### src/hw/rtl/lrpe_pkg.sv
// Shared types, result kinds and controller states of the LR parse engine.
package lrpe_pkg;

  typedef enum logic [1:0] {
    ACT_LOAD_ENTRY = 2'd0,
    ACT_LOAD_RULE  = 2'd1,
    ACT_TOKEN      = 2'd2,
    ACT_RESTART    = 2'd3
  } act_e;

  typedef enum logic [1:0] {
    CMD_NONE   = 2'd0,
    CMD_SHIFT  = 2'd1,
    CMD_REDUCE = 2'd2,
    CMD_GOTO   = 2'd3
  } cmd_e;

  typedef enum logic [2:0] {
    KIND_REDUCE = 3'd0,
    KIND_SHIFT  = 3'd1,
    KIND_ACCEPT = 3'd2,
    KIND_ERROR  = 3'd3,
    KIND_DONE   = 3'd4
  } kind_e;

  typedef enum logic [3:0] {
    ST_IDLE,
    ST_ACT_RD,
    ST_ACT_EVAL,
    ST_RULE_EVAL,
    ST_UNDER_RD,
    ST_GOTO_RD,
    ST_GOTO_EVAL,
    ST_EMIT,
    ST_OUT_WAIT
  } state_e;

  typedef struct packed {
    logic [1:0] action;
    logic [7:0] state_index;
    logic [5:0] symbol;
    logic [1:0] command;
    logic [7:0] target;
    logic [6:0] rule_index;
    logic [3:0] rule_length;
    logic [5:0] rule_lhs;
  } in_item_t;

  typedef struct packed {
    logic [2:0] kind;
    logic [6:0] rule_reduced;
    logic [7:0] top_state;
    logic [6:0] stack_depth;
    logic       last;
  } out_item_t;

  localparam int unsigned RegStartState   = 0;
  localparam int unsigned RegAcceptSymbol = 1;

  // Table and stack sizes; the field widths above are sized for them.
  localparam int unsigned NumStates  = 256;
  localparam int unsigned NumSymbols = 64;
  localparam int unsigned NumRules   = 128;
  localparam int unsigned StackDepth = 64;

  // Controller commands to the datapath.
  typedef struct packed {
    logic       latch_in;     // capture the accepted transaction
    logic       do_load;      // write table or rule entry
    logic       do_restart;
    logic       act_rd;       // read entry for (top, token)
    logic       rule_rd;      // read rule named by the entry
    logic       under_rd;     // read the uncovered stack state
    logic       goto_rd;      // read goto (uncovered, lhs)
    logic       do_reduce;    // pop length, push goto state
    logic       do_shift;     // push shift target
    logic       do_accept;    // pop length, no push
    logic       set_halt;
    logic       clr_red;
    logic       out_load;
    logic [2:0] out_kind;
    logic       out_rule;     // report the reduced rule
    logic       out_last;
  } ctl_t;

  // Datapath status to the controller.
  typedef struct packed {
    logic [1:0] act;
    logic       tok_bad;      // halted or stack empty
    logic [1:0] ent_cmd;
    logic       ent_shift_ok;
    logic       ent_reduce_ok;
    logic       rule_under;
    logic       rule_accept;
    logic       goto_ok;
    logic       out_busy;
  } sts_t;

endpackage

### src/hw/rtl/lrpe_ctrl.sv
// Controller state machine of the LR parse engine.
module lrpe_ctrl (
  input  logic            clk_i,
  input  logic            rst_ni,
  input  logic            in_valid_i,
  output logic            in_stall_o,
  input  lrpe_pkg::sts_t  sts_i,
  output lrpe_pkg::ctl_t  ctl_o
);
  import lrpe_pkg::*;

  state_e state_q, state_d;
  kind_e  ekind_q, ekind_d;
  logic   elast_q, elast_d;
  logic   erule_q, erule_d;

  // Hold the state and the pending result kind, last flag and rule flag.
  always_ff @(posedge clk_i or negedge rst_ni) begin
    if (!rst_ni) begin
      state_q <= ST_IDLE;
      ekind_q <= KIND_DONE;
      elast_q <= 1'b0;
      erule_q <= 1'b0;
    end else begin
      state_q <= state_d;
      ekind_q <= ekind_d;
      elast_q <= elast_d;
      erule_q <= erule_d;
    end
  end

  // Next state.
  always_comb begin
    state_d = state_q;
    ekind_d = ekind_q;
    elast_d = elast_q;
    erule_d = erule_q;
    unique case (state_q)
      ST_IDLE: begin
        if (in_valid_i) state_d = ST_ACT_RD;
      end
      ST_ACT_RD: begin
        // Loads, restarts and bad tokens finish here; any other token starts its lookup.
        if (sts_i.act == ACT_TOKEN) begin
          if (sts_i.tok_bad) begin
            state_d = ST_EMIT; ekind_d = KIND_ERROR; elast_d = 1'b1; erule_d = 1'b0;
          end else begin
            state_d = ST_ACT_EVAL;
          end
        end else begin
          state_d = ST_EMIT; ekind_d = KIND_DONE; elast_d = 1'b1; erule_d = 1'b0;
        end
      end
      ST_ACT_EVAL: begin
        if (sts_i.ent_cmd == CMD_SHIFT && sts_i.ent_shift_ok) begin
          state_d = ST_EMIT; ekind_d = KIND_SHIFT; elast_d = 1'b1; erule_d = 1'b0;
        end else if (sts_i.ent_cmd == CMD_REDUCE && sts_i.ent_reduce_ok) begin
          state_d = ST_RULE_EVAL;
        end else begin
          state_d = ST_EMIT; ekind_d = KIND_ERROR; elast_d = 1'b1; erule_d = 1'b0;
        end
      end
      ST_RULE_EVAL: begin
        if (sts_i.rule_under) begin
          state_d = ST_EMIT; ekind_d = KIND_ERROR; elast_d = 1'b1; erule_d = 1'b0;
        end else if (sts_i.rule_accept) begin
          state_d = ST_EMIT; ekind_d = KIND_ACCEPT; elast_d = 1'b1; erule_d = 1'b1;
        end else begin
          state_d = ST_UNDER_RD;
        end
      end
      ST_UNDER_RD: state_d = ST_GOTO_RD;
      ST_GOTO_RD:  state_d = ST_GOTO_EVAL;
      ST_GOTO_EVAL: begin
        if (sts_i.goto_ok) begin
          state_d = ST_EMIT; ekind_d = KIND_REDUCE; elast_d = 1'b0; erule_d = 1'b1;
        end else begin
          state_d = ST_EMIT; ekind_d = KIND_ERROR; elast_d = 1'b1; erule_d = 1'b0;
        end
      end
      ST_EMIT: begin
        if (!sts_i.out_busy) state_d = elast_q ? ST_IDLE : ST_OUT_WAIT;
      end
      ST_OUT_WAIT: state_d = ST_ACT_RD;
      default: state_d = ST_IDLE;
    endcase
  end

  // Outputs.
  always_comb begin
    ctl_o      = '0;
    in_stall_o = (state_q != ST_IDLE);
    unique case (state_q)
      ST_IDLE: begin
        ctl_o.latch_in = in_valid_i;
        ctl_o.clr_red  = in_valid_i;
      end
      ST_ACT_RD: begin
        ctl_o.act_rd = (sts_i.act == ACT_TOKEN) && !sts_i.tok_bad;
        ctl_o.do_load = (sts_i.act == ACT_LOAD_ENTRY) || (sts_i.act == ACT_LOAD_RULE);
        ctl_o.do_restart = (sts_i.act == ACT_RESTART);
        ctl_o.set_halt = (sts_i.act == ACT_TOKEN) && sts_i.tok_bad;
      end
      ST_ACT_EVAL: begin
        ctl_o.do_shift = (sts_i.ent_cmd == CMD_SHIFT) && sts_i.ent_shift_ok;
        ctl_o.rule_rd  = (sts_i.ent_cmd == CMD_REDUCE) && sts_i.ent_reduce_ok;
        ctl_o.set_halt = !(ctl_o.do_shift || ctl_o.rule_rd);
      end
      ST_RULE_EVAL: begin
        ctl_o.do_accept = !sts_i.rule_under && sts_i.rule_accept;
        ctl_o.set_halt  = sts_i.rule_under || sts_i.rule_accept;
        ctl_o.under_rd  = !sts_i.rule_under && !sts_i.rule_accept;
      end
      ST_GOTO_RD: ctl_o.goto_rd = 1'b1;
      ST_GOTO_EVAL: begin
        ctl_o.do_reduce = sts_i.goto_ok;
        ctl_o.set_halt  = !sts_i.goto_ok;
      end
      ST_EMIT: begin
        ctl_o.out_load = !sts_i.out_busy;
        ctl_o.out_kind = ekind_q;
        ctl_o.out_rule = erule_q;
        ctl_o.out_last = elast_q;
      end
      ST_OUT_WAIT: ctl_o.act_rd = 1'b1;
      default: ;
    endcase
  end

endmodule

### config.mk
export PLATFORM = sky130hd
export DESIGN_NAME = lrpe_ctrl
export DESIGN_NICKNAME = d
export VERILOG_FILES = /design/src/hw/rtl/lrpe_pkg.sv /design/src/hw/rtl/lrpe_ctrl.sv
export SDC_FILE = /design/constraint.sdc
export NUM_CORES = 1
export LEC_CHECK = 0
export ABC_AREA = 0
export BUFFER_PORTS_ARGS = -buffer_cell sky130_fd_sc_hd__buf_2
export CAP_MARGIN = 20
export CORE_MARGIN = 2
export CORE_UTILIZATION = 30
export CTS_CLUSTER_DIAMETER = 200
export DETAILED_ROUTE_END_ITERATION = 10
export PLACE_DENSITY = 0.54
export SYNTH_ARGS = -nofsm -noshare
export SYNTH_HDL_FRONTEND = slang
export SYNTH_SLANG_ARGS = --single-unit
### constraint.sdc
create_clock -name clk_i -period 1.7 [get_ports clk_i]
set_clock_uncertainty 0.15 [all_clocks]
set_input_delay 0.17 -clock clk_i [delete_from_list [all_inputs] [get_ports clk_i]]
set_output_delay 0.17 -clock clk_i [all_outputs]
set_load 0.02 [all_outputs]
==> flow_metrics.tcl <==
set metrics [dict create \
    synthArstFlopShare 1.00 \
    tightest_slew_ns 0.441 \
    cts_max_path_buffers 2 \
    grt_pass1_wl_um 4170 \
    post-route-period-util 1.12 \
    track_usage 0.200 \
    crit_path_max_incr_delay_ns 0.44 \
    yosys-top-cells-count "dfrtp_1, and2_1, nand2_1, nor2_1, o21ai_0" \
    startpoint_type "flip-flop" \
    slew_headroom 0.702 \
    synth_top_flop_cell "dfrtp_1" \
    numCtsBuffers 3 \
    worst_slack_ns -0.208 \
    crit_chain "buf_6, nor2_4, nand3b_1, o2111ai_4, buf_6" \
    min_path_type "input port to flip-flop" \
    synth.area.top_cells "dfrtp_1, mux2_4, and2_1" \
    rsz0062_at_grt "true" \
    synth_edf_count 0 \
    clk_latency_ns 0.27 \
    num_antenna_cells 0 \
    vias 948 \
    grt_max_degree 10 \
    crit_required_ns 1.38 \
    failed_checks "setup timing" \
    final_max_slew_viol_count 0 \
    htreeDepth 1 \
    syn2layout_area_growth_pct 107 \
    cpMostUsedCell "buf_6" \
    grt_pass1_vias 935 \
    holdPathStages 3 \
    yosysMostFrequentCell "dfrtp_1" \
    rows 18 \
    via_per_inst 5.15 \
    cts_tree "yes" \
    syn_area_sq_um 746 \
    final_hold_viol_count 0 \
    antenna_found_initial 0 \
    dr.pass1.iters 4 \
    vdd_drop_max_mv 0.967 \
    die_area_sq_mm 0.00290 \
    drt-total-wl_um 2820 \
    reg2reg_from "state_q[0]$_DFFE_PN0P_" \
    critPathMaxFanout 6 \
    worstHoldStart "sts_i[0]" \
    clk_pin_slew_ns 0.07 \
    syn_nets 100 \
    power.density_mw_per_mm2 1830 \
    cp-startpoint "state_q[2]$_DFFE_PN0P_" \
    clockRootBuffer "clkbuf_4" \
    ys_warn_count 0 \
    synth.top_cell.area_share 0.268 \
    maxCapViolCount 0 \
    layout_min_cycle_time_ns 1.91 \
    first_iter_violations 13 \
    avgRoutedWirePerCell_um 15.3 \
    nets 169 \
    die_x_um 53.9 \
    fin_util 0.639 \
    synth_cells 86 \
    cts.sinks 9 \
    synth_cell_types 36 \
    hpwl_um 1890 \
    grt_overflow_total 0 \
    worstPathArrival_ns 1.59 \
    placed_area_sq_mm 0.00108 \
    ff2ff_path_depth 5 \
    seq_area_frac_synth 0.304 \
    critPathSlowestCell "dfrtp_1" \
    drcViolationCount 0 \
    post-place-ws_ns -0.137 \
    critPathKind "flip-flop to output pin" \
    worst_hold_slack_ns 0.0458 \
    die_y_um 53.9 \
    synth_area_leader_cell "dfrtp_1" \
    finalSetupViolCount 22 \
    cp-end-kind "output pin" \
    port_buffers 32 \
    core_sq_mm 0.00241 \
    fmax_mhz 524 \
    synth_seq_cells 9 \
    drive_gt1_frac 0.701 \
    place.gp.congestion 0.820 \
    io_pins 33 \
    post_synth.cell_area_avg_sq_um 8.67 \
    status "finished with violations" \
    start_util 0.309 \
    postRouteAntennaNets 0 \
    finalPower_mw 2.81 \
    fin_area_sq_mm 0.00154 \
    p_leak_nw 0.730 \
]
-- per-stage QoR --
stage                     std cells  TNS, ns
after floorplan                  86   -0.296
after global placement          164    -1.10
after detailed placement        164   -0.851
after CTS                       177    -2.08
after global routing            184    -3.58
final                           184    -2.27
-- cells by family (layout without fill, tap and decap cells) --
logic type,after synthesis,count (layout),synth area share
flip-flops,9,9,0.304
multiplexers,3,3,0.0604
XOR/XNOR,1,1,0.0117
AND/OR/NAND/NOR,44,44,0.357
buffers and inverters,10,78,0.0822
AO/OA/AOI/OAI,19,19,0.185
-- flip-flops by register name, indices dropped and copies added (netlist names) --
signal and count:
ekind_q 3, elast_q 1, state_q 4, erule_q 1
-- routing by layer --
metal / track usage / wire length (um)
met1: 0.250 / 1230
met2: 0.354 / 1450
met3: 0.0278 / 102
met4: 0.0556 / 36
met5: 0 / 0
-- critical path, delay by kind of cell, from the launching register on --
family,cells,cell delay [ns]
buffers and inverters,2,0.31
and+or+nand+nor,2,0.33
AOI/OAI and AO/OA,1,0.23
DFF,1,0.44
-- power breakdown --
part | switching, mW | internal [mW]
logic | 1.01 | 1.21
registers | 0.0955 | 0.324
clock network | 0.0859 | 0.0911
total | 1.19 | 1.63
-- placed cells by master, fill, tap and decap left out, types with 3 or more instances in the layout --
cell / netlist / final
and2_1: 6 / 3
and2_4: 0 / 3
buf_2: 1 / 15
buf_4: 2 / 27
buf_6: 2 / 27
clkbuf_4: 0 / 3
dfrtp_1: 8 / 6
inv_1: 4 / 3
mux2_4: 3 / 3
nand2_1: 6 / 5
nor2_1: 6 / 3
nor2_4: 0 / 3
-- timing repair --
action / 4_1_cts / 5_1_grt
hold endpoints to repair: 9 / 0
setup buffers: 7 / 9
pin swaps: 4 / 13
gates cloned: 1 / 0
endpoints found under the setup margin: 25 / 25
resized for setup: 53 / 31
hold buffers: 1 / 0
-- final cells by class --
class,count,area [sq um]
repair buffers,70,592
fillers,182,870
inverters,4,18.8
multi-input cells,67,637
flip-flops and latches,9,229
clock buffers,4,26.3
well taps,30,37.5
-- final timing paths --
| kind | slack, ns | end |
|---|---|---|
| hold reg to reg | 0.32 | state_q[3]$_DFFE_PN0P_ |
| setup / recovery | -0.21 | ctl_o[7] |
| setup reg to reg | -0.16 | ekind_q[0]$_DFFE_PN0P_ |
| hold / removal | 0.05 | state_q[0]$_DFFE_PN0P_ |
| max in group asynchronous | 1.03 | ekind_q[2]$_DFFE_PN1P_ |
| min in group asynchronous | 0.12 | ekind_q[0]$_DFFE_PN0P_ |
(Power assumes the default switching activity.)
